File: src/hdl/top_k_sorted_score_insert_defines.svh
// Assertion macros for the top-k sorted score list.
// Included by modules that carry concurrent checks; needs clk_i and rst_ni in scope.
`ifndef TOP_K_SORTED_SCORE_INSERT_DEFINES_SVH
`define TOP_K_SORTED_SCORE_INSERT_DEFINES_SVH

// Same-cycle implication, disabled in reset.
`define TKS_ASSERT_NOW(lbl, ante, cons) \
  lbl: assert property (@(posedge clk_i) disable iff (!rst_ni) (ante) |-> (cons)) \
    else $error("top-k list: same-cycle check failed");

// Next-cycle implication, disabled in reset.
`define TKS_ASSERT_NEXT(lbl, ante, cons) \
  lbl: assert property (@(posedge clk_i) disable iff (!rst_ni) (ante) |=> (cons)) \
    else $error("top-k list: next-cycle check failed");

`endif

File: src/hdl/tkssi_pkg.sv
// Shared types and request codes for the top-k sorted score list.
// No dependencies.
`timescale 1ns / 1ps

package tkssi_pkg;

  localparam logic [1:0] REQ_CLEAR  = 2'd0;
  localparam logic [1:0] REQ_INSERT = 2'd1;
  localparam logic [1:0] REQ_READ   = 2'd2;

  typedef struct packed {
    logic capture;
    logic execute;
  } cmd_t;

endpackage

File: src/hdl/tkssi_ctrl.sv
// Request sequencer for the top-k sorted score list.
// Depends on tkssi_pkg and top_k_sorted_score_insert_defines.svh.
`timescale 1ns / 1ps
`include "top_k_sorted_score_insert_defines.svh"

module tkssi_ctrl (
  input  logic             clk_i,
  input  logic             rst_ni,
  input  logic             start_i,
  output logic             busy_o,
  output logic             done_o,
  output tkssi_pkg::cmd_t  cmd_o
);
  import tkssi_pkg::*;

  typedef enum logic {
    ST_IDLE,
    ST_EXEC
  } state_e;

  state_e state_q;
  logic   done_q;

  always_ff @(posedge clk_i or negedge rst_ni) begin
    if (!rst_ni) begin
      state_q <= ST_IDLE;
      done_q  <= 1'b0;
    end else begin
      done_q <= 1'b0;
      case (state_q)
        ST_IDLE: begin
          if (start_i) begin
            state_q <= ST_EXEC;
          end
        end
        ST_EXEC: begin
          state_q <= ST_IDLE;
          done_q  <= 1'b1;
        end
        default: begin
          state_q <= ST_IDLE;
        end
      endcase
    end
  end

  assign busy_o        = (state_q == ST_EXEC);
  assign done_o        = done_q;
  assign cmd_o.capture = start_i && (state_q == ST_IDLE);
  assign cmd_o.execute = (state_q == ST_EXEC);

  `TKS_ASSERT_NEXT(a_accept_busy, start_i && !busy_o, busy_o)
  `TKS_ASSERT_NEXT(a_exec_done, cmd_o.execute, done_o && !busy_o)
  `TKS_ASSERT_NOW(a_done_idle, done_o, !cmd_o.execute)
  `TKS_ASSERT_NOW(a_cmd_excl, 1'b1, !(cmd_o.capture && cmd_o.execute))

endmodule

File: src/hdl/tkssi_datapath.sv
// Sorted score and tag register file with parallel compare and shift.
// Depends on tkssi_pkg.
`timescale 1ns / 1ps

module tkssi_datapath #(
  parameter int DEPTH = 8
) (
  input  logic             clk_i,
  input  logic             rst_ni,
  input  tkssi_pkg::cmd_t  cmd_i,
  input  logic [1:0]       req_type_i,
  input  logic [15:0]      item_score_i,
  input  logic [15:0]      item_tag_i,
  input  logic [2:0]       read_slot_i,
  output logic             was_stored_o,
  output logic [2:0]       stored_slot_o,
  output logic [3:0]       entry_count_o,
  output logic [15:0]      slot_score_o,
  output logic [15:0]      slot_tag_o
);
  import tkssi_pkg::*;

  localparam int IW = (DEPTH > 1) ? $clog2(DEPTH) : 1;
  localparam int CW = $clog2(DEPTH + 1);

  logic [1:0]    req_q;
  logic [15:0]   req_score_q;
  logic [15:0]   req_tag_q;
  logic [2:0]    req_slot_q;

  logic [15:0]   score_q [DEPTH];
  logic [15:0]   tag_q   [DEPTH];
  logic [15:0]   score_d [DEPTH];
  logic [15:0]   tag_d   [DEPTH];
  logic [15:0]   shift_score [DEPTH];
  logic [15:0]   shift_tag   [DEPTH];
  logic [CW-1:0] count_q;

  logic [DEPTH-1:0] lower;
  logic [DEPTH-1:0] boundary;
  logic             found;
  logic [IW-1:0]    pos;
  logic             prev_lower;
  logic             rd_hit;
  logic [IW-1:0]    rd_idx;

  logic          was_stored_q;
  logic [2:0]    stored_slot_q;
  logic [15:0]   slot_score_q;
  logic [15:0]   slot_tag_q;

  always_ff @(posedge clk_i) begin
    if (cmd_i.capture) begin
      req_q       <= req_type_i;
      req_score_q <= item_score_i;
      req_tag_q   <= item_tag_i;
      req_slot_q  <= read_slot_i;
    end
  end

  // Stored scores stay in descending order, so the lower flags form a thermometer.
  always_comb begin
    prev_lower = 1'b0;
    pos        = '0;
    for (int j = 0; j < DEPTH; j++) begin
      lower[j]    = req_score_q > score_q[j];
      boundary[j] = lower[j] && !prev_lower;
      prev_lower  = lower[j];
      if (boundary[j]) begin
        pos = pos | IW'(j);
      end
    end
    found = |lower;
  end

  always_comb begin
    shift_score[0] = req_score_q;
    shift_tag[0]   = req_tag_q;
    for (int j = 1; j < DEPTH; j++) begin
      shift_score[j] = score_q[j-1];
      shift_tag[j]   = tag_q[j-1];
    end
    for (int j = 0; j < DEPTH; j++) begin
      if (boundary[j]) begin
        score_d[j] = req_score_q;
        tag_d[j]   = req_tag_q;
      end else if (lower[j]) begin
        score_d[j] = shift_score[j];
        tag_d[j]   = shift_tag[j];
      end else begin
        score_d[j] = score_q[j];
        tag_d[j]   = tag_q[j];
      end
    end
  end

  assign rd_hit = 32'(req_slot_q) < DEPTH;
  assign rd_idx = IW'(req_slot_q);

  always_ff @(posedge clk_i or negedge rst_ni) begin
    if (!rst_ni) begin
      for (int j = 0; j < DEPTH; j++) begin
        score_q[j] <= '0;
        tag_q[j]   <= '0;
      end
      count_q <= '0;
    end else if (cmd_i.execute) begin
      case (req_q)
        REQ_CLEAR: begin
          for (int j = 0; j < DEPTH; j++) begin
            score_q[j] <= '0;
          end
          count_q <= '0;
        end
        REQ_INSERT: begin
          for (int j = 0; j < DEPTH; j++) begin
            score_q[j] <= score_d[j];
            tag_q[j]   <= tag_d[j];
          end
          if (found && (32'(count_q) < DEPTH)) begin
            count_q <= count_q + 1'b1;
          end
        end
        default: begin
        end
      endcase
    end
  end

  always_ff @(posedge clk_i) begin
    if (cmd_i.execute) begin
      was_stored_q  <= (req_q == REQ_INSERT) && found;
      stored_slot_q <= ((req_q == REQ_INSERT) && found) ? 3'(pos) : 3'd0;
      if ((req_q == REQ_READ) && rd_hit) begin
        slot_score_q <= score_q[rd_idx];
        slot_tag_q   <= tag_q[rd_idx];
      end else begin
        slot_score_q <= '0;
        slot_tag_q   <= '0;
      end
    end
  end

  assign was_stored_o  = was_stored_q;
  assign stored_slot_o = stored_slot_q;
  assign entry_count_o = 4'(count_q);
  assign slot_score_o  = slot_score_q;
  assign slot_tag_o    = slot_tag_q;

endmodule

File: src/hdl/top_k_sorted_score_insert.sv
// Top-k sorted score list: a request taken at start && !busy is captured, then run
// by the single execute state that compares and shifts all DEPTH slots in parallel;
// its result is registered and flagged by done_o, and no new request is taken while busy.
// Results are strobed for one cycle and cannot be stalled by the receiver.
// Reset (rst_ni low, asynchronous) zeroes all scores, tags and the entry count.
`timescale 1ns / 1ps

module top_k_sorted_score_insert #(
  parameter int DEPTH = 8
) (
  input  logic        clk_i,
  input  logic        rst_ni,
  input  logic        start,
  output logic        busy,
  output logic        done_o,
  input  logic [1:0]  req_type_i,
  input  logic [15:0] item_score_i,
  input  logic [15:0] item_tag_i,
  input  logic [2:0]  read_slot_i,
  output logic        was_stored_o,
  output logic [2:0]  stored_slot_o,
  output logic [3:0]  entry_count_o,
  output logic [15:0] slot_score_o,
  output logic [15:0] slot_tag_o
);
  import tkssi_pkg::*;

  cmd_t cmd;

  tkssi_ctrl u_ctrl (
    .clk_i   (clk_i),
    .rst_ni  (rst_ni),
    .start_i (start),
    .busy_o  (busy),
    .done_o  (done_o),
    .cmd_o   (cmd)
  );

  tkssi_datapath #(
    .DEPTH (DEPTH)
  ) u_datapath (
    .clk_i         (clk_i),
    .rst_ni        (rst_ni),
    .cmd_i         (cmd),
    .req_type_i    (req_type_i),
    .item_score_i  (item_score_i),
    .item_tag_i    (item_tag_i),
    .read_slot_i   (read_slot_i),
    .was_stored_o  (was_stored_o),
    .stored_slot_o (stored_slot_o),
    .entry_count_o (entry_count_o),
    .slot_score_o  (slot_score_o),
    .slot_tag_o    (slot_tag_o)
  );

endmodule
File: config.mk
export PLATFORM = sky130hd
export DESIGN_NAME = top_k_sorted_score_insert
export DESIGN_NICKNAME = d
export VERILOG_FILES = /design/src/hdl/tkssi_pkg.sv /design/src/hdl/tkssi_ctrl.sv /design/src/hdl/tkssi_datapath.sv /design/src/hdl/top_k_sorted_score_insert.sv
export VERILOG_INCLUDE_DIRS = /design/src /design/src/hdl
export SDC_FILE = /design/constraint.sdc
export NUM_CORES = 1
export LEC_CHECK = 0
export BUFFER_PORTS_ARGS = -buffer_cell sky130_fd_sc_hd__buf_2
export CORE_MARGIN = 1
export CORE_UTILIZATION = 30
export DETAILED_ROUTE_END_ITERATION = 7
export SLEW_MARGIN = 20
export SYNTH_ARGS = -nofsm -noshare
export SYNTH_HDL_FRONTEND = slang
export SYNTH_HIERARCHICAL = 1
export SYNTH_SLANG_ARGS = --single-unit
File: constraint.sdc
create_clock -name clk_i -period 2.55 [get_ports clk_i]
set_input_delay 0.3825 -clock clk_i [delete_from_list [all_inputs] [get_ports clk_i]]
set_output_delay 0.3825 -clock clk_i [all_outputs]
set_load 0.02 [all_outputs]
Word level (Yosys, flattened, before mapping)
Cells that the tools add are included.

cells by class
  add/sub/neg operators = 1
  $mul = 0
  div/mod/pow operators = 0
  order comparisons = 10
  equality and inequality tests = 11
  shift operators = 0
  muxes and demuxes = 48
  bitwise logic cells = 2
  reduce and logical (&&, ||, !) cells = 44

operator list
  cell                                                                   count
  16-bit 2-to-1 mux                                                      33
  128-bit one-hot mux with 2 select lines                                1
  16-bit > comparator                                                    8
  16-bit binary-select mux with 3-bit select                             2
  3-bit AND reduction                                                    17
  3-bit by 1-bit != test with 1-bit output, second input constant        7
  2-bit nonzero test                                                     8
  3-bit 2-to-1 mux                                                       4
  1-bit logical AND                                                      10
  4-bit one-hot mux with 2 select lines                                  1
  8-bit OR reduction                                                     1
  1-bit logical NOT                                                      7
  4-bit by 1-bit adder with 4-bit output, second input constant          1
  4-bit greater-or-equal comparator, second input constant               1
  4-bit < comparator, second input constant                              1
  2-bit 2-to-1 mux                                                       2
  4-bit 2-to-1 mux                                                       1
  2-bit by 1-bit != test with 1-bit output, second input constant        2
  3-bit NOT with 4-bit output                                            1
  1-bit 2-to-1 mux                                                       3
  2-bit by 1-bit equality test with 1-bit output, second input constant  1
  2-bit equality test, second input constant                             1
  2-bit logical NOT                                                      1
  1-bit one-hot mux with 2 select lines                                  1
  1-bit NOT                                                              1

storage, ports and cells
  bits in registers = 335
  bits in latches = 0
  RAM bits = 0
  memory bits (read-only) = 0
  input port bits = 40
  output and inout bits = 42
  logic and storage cells = 143
  memories kept = 0

Depth between registers and ports, before layout
Gate-level depths: netlist of the first run.

  word-level depth = 10
  gate-level depth with buffers = 15
  depth with buffers taken out = 11

Modules after synthesis
The synthesis of the first run kept the hierarchy.

by module, submodules not included
  module          instances  cells each  area an instance (µm²)  sequential area each (µm²)
  tkssi_datapath  1          1894        19150.9                 8698.3
  tkssi_ctrl      1          4           71.3                    50.0

Worst setup path before layout of the first run
OpenSTA, ideal clock, no wires.

  path kind = reg-to-reg
  start = register u_datapath.req_score_q[7]
  end = register u_datapath.stored_slot_q[0], in the netlist u_datapath/stored_slot_o[0], data pin
  library setup time = 266 ps
  arrival = 2439 ps
  required time = 2284 ps
  path slack = -155 ps
  cell stages (with the launch flop) = 12
  path buffers = 1
  period minus slack after synthesis = 2705 ps
  cell sequence = edfxtp_1 -> ha_1 -> a21oi_1 -> o21ai_1 -> a221oi_2 -> or2_2 -> a21oi_1 -> buf_6 -> nand4b_4 -> nor4b_4 -> nand2b_1 -> nor2_1

between the ends
  cells in the longest elaborated chain, start to end = 10
  elaborated cells on any way between the ends = 25
  classes of those cells = 8 x order compare; 7 x mux; 10 x reduce/logical

ends and longest elaborated chain
  item                           line                   source
  start, declared                tkssi_datapath.sv:27   logic [15:0] req_score_q;
  start signal, assigned         tkssi_datapath.sv:55   req_score_q <= item_score_i;
  16-bit > comparator            tkssi_datapath.sv:66   lower[j] = req_score_q > score_q[j];
  1-bit logical NOT              tkssi_datapath.sv:67   boundary[j] = lower[j] && !prev_lower;
  1-bit logical AND              tkssi_datapath.sv:67
  1-bit 2-to-1 mux               tkssi_datapath.sv:69   if (boundary[j]) begin
  2-bit 2-to-1 mux (2 in a row)  tkssi_datapath.sv:69
  3-bit 2-to-1 mux (4 in a row)  tkssi_datapath.sv:69
  end signal, assigned           tkssi_datapath.sv:133  stored_slot_q <= ((req_q == REQ_INSERT) && found) ? 3'(pos) : 3'd0;
  end, declared                  tkssi_datapath.sv:48   logic [2:0] stored_slot_q;

Several ways; a longest one is shown, not always the timed one.
A chain may end at the register's enable or synchronous reset.

Final worst setup path of the first run
  start = register u_datapath.req_score_q[5]
  end = register u_datapath.stored_slot_q[2], in the netlist u_datapath/stored_slot_o[2], data pin

between the ends
  cells in the longest elaborated chain, start to end = 7
  elaborated cells on any way between the ends = 22
  classes of those cells = 8 x order compare; 4 x mux; 10 x reduce/logical

ends and longest elaborated chain
  item                           line
  16-bit > comparator            tkssi_datapath.sv:66
  1-bit logical NOT              tkssi_datapath.sv:67
  1-bit logical AND              tkssi_datapath.sv:67
  3-bit 2-to-1 mux (4 in a row)  tkssi_datapath.sv:69

Several ways; a longest one is shown, not always the timed one.

==> run summary, run 1 <==
The flow ran to the end, but the final reports show violations. The final reports fail on negative setup slack. TritonCTS built the clock tree. The post-route netlist has 44.55% of its cells at a drive strength greater than 1.

The layout overhead on the synthesized area came out at 53.09%. The worst slew margin relative to its limit is about two fifths. The total power is about 0.022 W.

The number of standard cells after synthesis came out at around 1900. The number of register bits inferred by synthesis is about 340. The antenna violation net count after detailed routing came out at 0. The number of antenna violations at the first check in global routing came to 0. The critical path is of the flop to flop type. The final setup violation count is 264. The total count of max-transition violations in the final report is 0.

The clock skew came out at around 0.023 ns. Synthesis produced a netlist with a net count of 2067. The total clock buffers created by CTS came out at 38. The most used flip-flop cell after synthesis is dfrtp_1. The top cell type by total area after synthesis is dfrtp_1.

Counting instances in the post-synthesis netlist gives the leading cell types as 262 x dfrtp_1, 250 x nand2_1, 244 x o21ai_0. In this run, the number of DRC markers left after iteration 0 of detailed routing was ~1700. Ranked by total cell area, the synthesized netlist is headed by dfrtp_1 34%, edfxtp_1 11%, mux2i_1 9.4%, ha_1 8.4%, mux4_2 7.5%. The worst hold path belongs to the class input port to flop. The largest net degree at the start of global routing came out at 75. The clock net in this run drives a total of 335 sinks. The chip height came out at ~260 µm. The number of global-route vias before repair came out at around 18000.

The number of enable flip-flop cells after synthesis is 73. The congestion estimate from routability-driven global placement came to slightly below 0.9. The register area share after synthesis is around 46%. The setup slack after layout is -0.4721 ns.

The fmax came out at between 300 and 400 MHz. The number of placement rows is 92. The global route total overflow is 0. The worst setup path is launched from a flop. The number of ports placed on the die boundary is 82. The number of remaining DRC errors came out at 0. The depth of the worst register-to-register path came out at 12. At the later pin of the worst-skew pair, clock insertion delay measures 0.59 ns. The number of synthesis warnings is 6. The cell area after placement is roughly 23000 µm². After detailed routing, the number of vias per cell comes to about 5.7. The H-tree level count came out at 2. The number of unique standard cell types used by synthesis is 45. Power spread over the standard cell area amounts to approximately 760 nW/µm².

The required time at the worst-slack endpoint is about 2.9 ns. The number of iterations in the first detailed-routing pass came out at 6. The core outline area is roughly 63000 µm². The HPWL after detailed placement is 43600 µm.

Setup repair after global routing could not meet its margin everywhere. The buffer depth of the longest clock path is 3. The wire length of the first global-routing pass is between 100000 and 150000 µm.

Counting flops with an async set or reset pin after synthesis yields a share of slightly below 80%. The per-instance average area after synthesis is between 10 and 15 µm². The most common cell in the synthesized netlist is dfrtp_1. The die outline area is around 65000 µm². IR analysis of the VDD net gives a maximum drop of about 0.54 mV.

In this run the clock root is driven by a clkbuf_16. The number of buffers added on ports came out at between 80 and 90. The final worst hold slack came out at 0.01739 ns. For this block, the routed nets add up to about 80000 µm of wire. The final clock period utilization by the worst path is 118.5%. Summed over all cells, the static leakage comes to 12.46 nW.

The final non-filler cell area is 29430 µm². The number of hold violations in the final report is 0. The worst endpoint data arrival time is roughly 3.4 ns.

The minimum clock period came out at around 3.0 ns. The endpoint kind of the worst setup timing path is a flop. The cell area after synthesis came out at 19220 µm². The top fanout value on the critical path is 4. At the pin with the least slew margin, the transition time is between 0.8 and 0.9 ns. The chip width is around 260 µm. The routed layout has ~18000 vias. The number of violations of the max-capacitance limit is 0. The clock input transition at the sequential cells of the worst setup and hold paths is 0.07 ns. The hold-critical path depth is 1. The effective utilization at floorplan is ~30%. The global-route usage over all layers is 23.18%. In the final routed layout, each cell accounts on average for roughly 25 µm.

For this run, the post-layout net count is between 2000 and 2500. The top-area cell type share of the netlist area came out at around 34%.
==> metal layers <==
layer / up-vias / routed length (µm) / global-route usage (%)
met5: - / 0 / 0
met1: 9148 / 31450 / 29.53
li1: 7597 / - / -
met2: 1086 / 36780 / 36.70
met3: 322 / 7816 / 4.302
met4: 0 / 5623 / 13.70
==> placed cells by master (no fill, tap or decap), types with 32 or more instances in the layout <==
cell           netlist  routed
mux2i_1            181     155
nand4_1             34      34
buf_12               0      71
buf_6                1      72
inv_1              126     124
a21oi_2              0      59
nand2_2              0      44
dfrtp_1            262     261
nand2_1            250     184
mux4_2              64      64
clkbuf_16            0      52
a21oi_1            127      61
buf_2               42      80
buf_16               0      32
o21ai_1              5     125
buf_4                8     218
edfxtp_1            73      73
nor2_4               0      40
nor2_1             125      67
dlygate4sd3_1        0      34
ha_4                 0      46
ha_1               129      83
o21ai_2              0      88
==> final cells by class <==
class                           instances  area [µm²]
Clock buffer                           53        1080
Multi-Input combinational cell       1295       11890
Timing Repair Buffer                  534        6016
Tap cell                              846        1059
Clock inverter                         16       161.4
Antenna cell                            1       2.502
Sequential cell                       335        8750
Fill cell                            5350       33770
Inverter                              126       473.0
==> logic make-up after synthesis <==
group	Yosys count	synth area share (%)
compound gates	424	11.79
simple gates	481	10.73
buf+inv	268	5.708
fa+ha+maj	129	8.397
mux	261	17.86
flops	335	45.51
==> stage by stage <==
stage	worst slack (ns)	utilization [%]	setup TNS [ns]	std cells
final	-0.4721	46.56	-65.50	3206
after global routing	-0.4877	46.56	-74.06	3205
after CTS	-0.3129	44.06	-37.92	3173
after detailed placement	-0.5325	35.62	-88.87	2937
after global placement	-0.4985	35.62	-78.68	2937
after floorplan	-0.04293	-	-0.1352	1898
==> worst paths after layout <==
check | to | slack (ns) | startpoint
setup reg to reg | u_datapath/stored_slot_o[2] | -0.47 | u_datapath/req_score_q[5]
min in group asynchronous | u_datapath/shift_tag[40] | 0.39 | rst_ni
hold / removal | u_datapath/req_tag_q[1] | 0.02 | item_tag_i[1]
max in group asynchronous | u_datapath/score_q[101] | 1.34 | rst_ni
setup / recovery | u_datapath/stored_slot_o[2] | -0.47 | u_datapath/req_score_q[5]
hold reg to reg | u_datapath/tag_q[9] | 0.49 | u_datapath/tag_q[9]
==> registers in the layout, indices dropped and copies added, names as in the netlist <==
register,cells
u_ctrl/busy_o,1
u_ctrl/done_o,1
u_datapath/entry_count_o,4
u_datapath/rd_idx,3
u_datapath/req_q,2
u_datapath/req_score_q,16
u_datapath/req_tag_q,16
u_datapath/score_q,128
u_datapath/shift_tag,112
u_datapath/slot_score_o,16
u_datapath/slot_tag_o,16
u_datapath/stored_slot_o,3
u_datapath/tag_q,16
u_datapath/was_stored_o,1
==> critical path, stage by stage, from the launching register on <==
cell and delay [ns]:
edfxtp_1 0.43, buf_6 0.17, ha_4 0.26, nand4_1 0.31, a2111oi_4 0.46, nor3_2 0.10, a21oi_4 0.22, buf_6 0.13
buf_8 0.12, nor2_1 0.10, buf_4 0.14, a21oi_1 0.21, a21oi_2 0.11
==> report_power, final <==
part	switching, W	total (W)	internal, W	leakage (nW)
Clock	0.00244	0.00562	0.00318	0.600
Combinational	0.00440	0.00886	0.00446	7.69
Sequential	0.00116	0.00789	0.00673	4.17
==> timing repair <==
item                                    in CTS  in global routing
pin swaps                                  110                133
hold endpoints to repair                    99                  1
setup buffers                              100                 38
gates resized for setup                    541                382
cloned                                      42                 16
endpoints found under the setup margin     264                264
hold buffers                                33                  1
Note: power is estimated with default switching activity, not from simulation.
==> run 2, diff against run 1 <==
Settings changed: TNS_END_PERCENT from default to 1.
==> run 2 against run 1 <==
Against the previous run:
- the flow still finishes with violations (negative setup slack)
- worst setup slack better by 0.055 ns
- die area unchanged
- sequential power shrank 3%
- core utilization down 6.9 points
- wire length down 23%
- design area is 15% lower
- critical endpoint is now u_datapath/entry_count_o[0]
- largest cell class unchanged
- largest power group is now registers
==> run summary, run 2 (synthesized netlist as in run 1, its figures left out) <==
The run finished, with violations left. The final reports fail on negative setup slack. The layout overhead on the synthesized area came out at 30.31%.

The top fanout value on the critical path is 7 (+3). The number of antenna violations at the first check in global routing came out at 1 (+1). The global-route usage over all layers is 19.77% (-3.4 points). The via count came out at 15775 (-13%).

In the layout the commonest cells are 261 x dfrtp_1, 240 x nand2_1, 210 x buf_4, 179 x mux2i_1, 173 x o21ai_0. The final clock period utilization by the worst path is 116.3% (-2.2 points). The cell sitting at the root of the clock tree is a clkbuf_16. The number of nets in the layout is 2366 (-5.3%).

The buffer depth of the longest clock path was 3 (unchanged). The minimum setup slack after placement came out at -0.7309 ns (-0.1984 ns). The kind of critical path is flop to flop.

The launch instance of the worst min-delay path is item_score_i[11]. The wire length of the first global-routing pass came out at 97760 µm (-12%). The total wire length is 63260 µm (-23%).

The final worst hold slack came out at 0.01665 ns (-0.0007481 ns). The number of hold violations in the final report came to 0 (unchanged). The number of iterations in the first detailed-routing pass came out at 5 (-1). The count of clock tree sinks came to 335 (unchanged).

The core outline area came out at 63200 µm² (unchanged). The layout filler cell count came out at 6050 (+13%). The number of non-filler instances in the completed layout came out at 3076 (-4.1%). The antenna violation net count after detailed routing was 0 (unchanged). The number of placed instances with taps included is 2944 (+0.24%).

The detailed-route wire length per cell is 20.57 µm (-19%). The chip width is 255.1 µm (unchanged). The clock input transition at the sequential cells of the worst setup and hold paths came out at 0.06 ns (about the same).

The last weighted congestion value of the routability-driven placer came out at 0.8857 (-0.65%). The library cell used most frequently in the layout, excluding fill and tap cells, is dfrtp_1. The minimum clock period was 2.967 ns (-0.05532 ns). The flip-flop count of the largest register, all copies and words added is 128 (unchanged). The number of placement rows came out at 92 (unchanged).

The largest net degree at the start of global routing was 73 (-2.7%). The H-tree level count is 2 (unchanged). The chip height is 255.1 µm (unchanged). The worst flop-to-flop path startpoint is u_datapath/req_score_q[1].

The actual slew at the worst max-slew pin is 0.8368 ns (-0.03616 ns). The tightest min-delay check is of the input port to flop type. The total clock buffers created by CTS was 40 (+5.3%). The later-pin clock latency in the skew report came to 0.58 ns (about the same). The clock skew is 0.02080 ns (-0.002175 ns).

The worst setup path is launched from a flop. The fmax came out at 337.1 MHz (+1.9%). The post-DP HPWL is 42650 µm (-2.2%). The die outline area came out at 65090 µm² (unchanged). The number of remaining DRC errors is 0 (unchanged).

Setup repair after global routing could not meet its margin everywhere. TritonCTS built the clock tree. The setup slack after layout came to -0.4168 ns (+0.05532 ns). The global route total overflow is 0 (unchanged). The peak supply drop is 0.4037 mV (-26%). The endpoint kind of the worst setup timing path is a flop.

The via count normalized by instance count came out at 5.128 (-9.4%). The number of violations of the max-capacitance limit is 0 (unchanged). The number of DRC violations after detailed-routing iteration 0 is 1340 (-21%).

The start point of the critical path is u_datapath/req_score_q[1]. The number of ports placed on the die boundary came to 82 (unchanged). The share of final-layout standard cells stronger than drive strength 1 came out at 26.24% (-18 points). The worst endpoint data arrival time is 3.43 ns (+0.08 ns). The total count of max-transition violations in the final report is 0 (unchanged).

The worst slew margin relative to its limit came to 44.10% (+2.6 points). The number of global-route vias before repair came out at 16418 (-8.1%). The power density over the cells came out at 784.6 nW/µm² (+3.2%). The required time at the worst-slack endpoint came out at 3.01 ns (+0.13 ns). The total power was 0.01965 W (-12%). The leakage power summed over all cells is 11.04 nW (-11%). The final setup violation count came out at 258 (-2.3%). The effective utilization at floorplan is 30.42% (unchanged). The number of buffers added on ports came out at 81 (unchanged). The register with the most flip-flops in the final layout is u_datapath/score_q.
## run 2: per-layer routing
layer	GRT usage, %	wire (µm)
met1	26.24	27580
met2	32.34	29930
met3	3.173	3590
met4	7.408	2158
met5	0	0
## run 2: repair_timing
action,in CTS,in global routing
gates resized for setup,86,131
endpoints found under the setup margin,264,264
pin swaps,25,22
hold endpoints to repair,100,0
hold buffers,33,0
setup buffers,16,10
gates cloned,0,0
## run 2: per-stage QoR
step                setup TNS [ns]  instance area, µm²  util (%)
floorplan                  -0.2008               19260         -
global placement            -95.35               22500     35.61
detailed placement         -100.70               22500     35.61
CTS                         -40.43               24610     38.95
global route                -58.42               25050     39.63
finish                      -36.54               25050     39.64
## run 2: final timing paths
check                      cells after the start  slack, ns                           to
max in group asynchronous                      3       1.32       u_datapath/score_q[40]
min reg2reg                                    2       0.49          u_datapath/tag_q[4]
max                                           12      -0.42  u_datapath/entry_count_o[0]
min in group asynchronous                      2       0.39     u_datapath/shift_tag[27]
min                                            1       0.02   u_datapath/req_score_q[11]
max reg2reg                                   12      -0.42  u_datapath/entry_count_o[0]
## run 2: final cells by class
cell class	count	area (µm²)	share of cell area, %
clock buffers	59	1175	4.690
multi-input cells	1295	9927	39.63
well taps	846	1059	4.226
clock inverters	15	141.4	0.5644
flip-flops and latches	335	8750	34.93
inverters	126	473.0	1.888
diodes	1	2.502	0.009990
repair buffers	399	3522	14.06
## run 2: critical path: stages (launching register included)
cell	delay [ns]
edfxtp_1	0.54
buf_4	0.22
ha_4	0.20
nor2b_1	0.12
o211ai_1	0.16
a21oi_1	0.09
o31ai_1	0.26
a22o_2	0.30
nand2_4	0.08
nor4b_4	0.32
buf_4	0.19
nor2_2	0.04
a221o_1	0.30
## run 2: power by group
group	leakage, nW	internal [W]	switching, W
clock	0.649	0.00341	0.00239
sequential	4.17	0.00673	0.000957
combinational	6.22	0.00302	0.00315
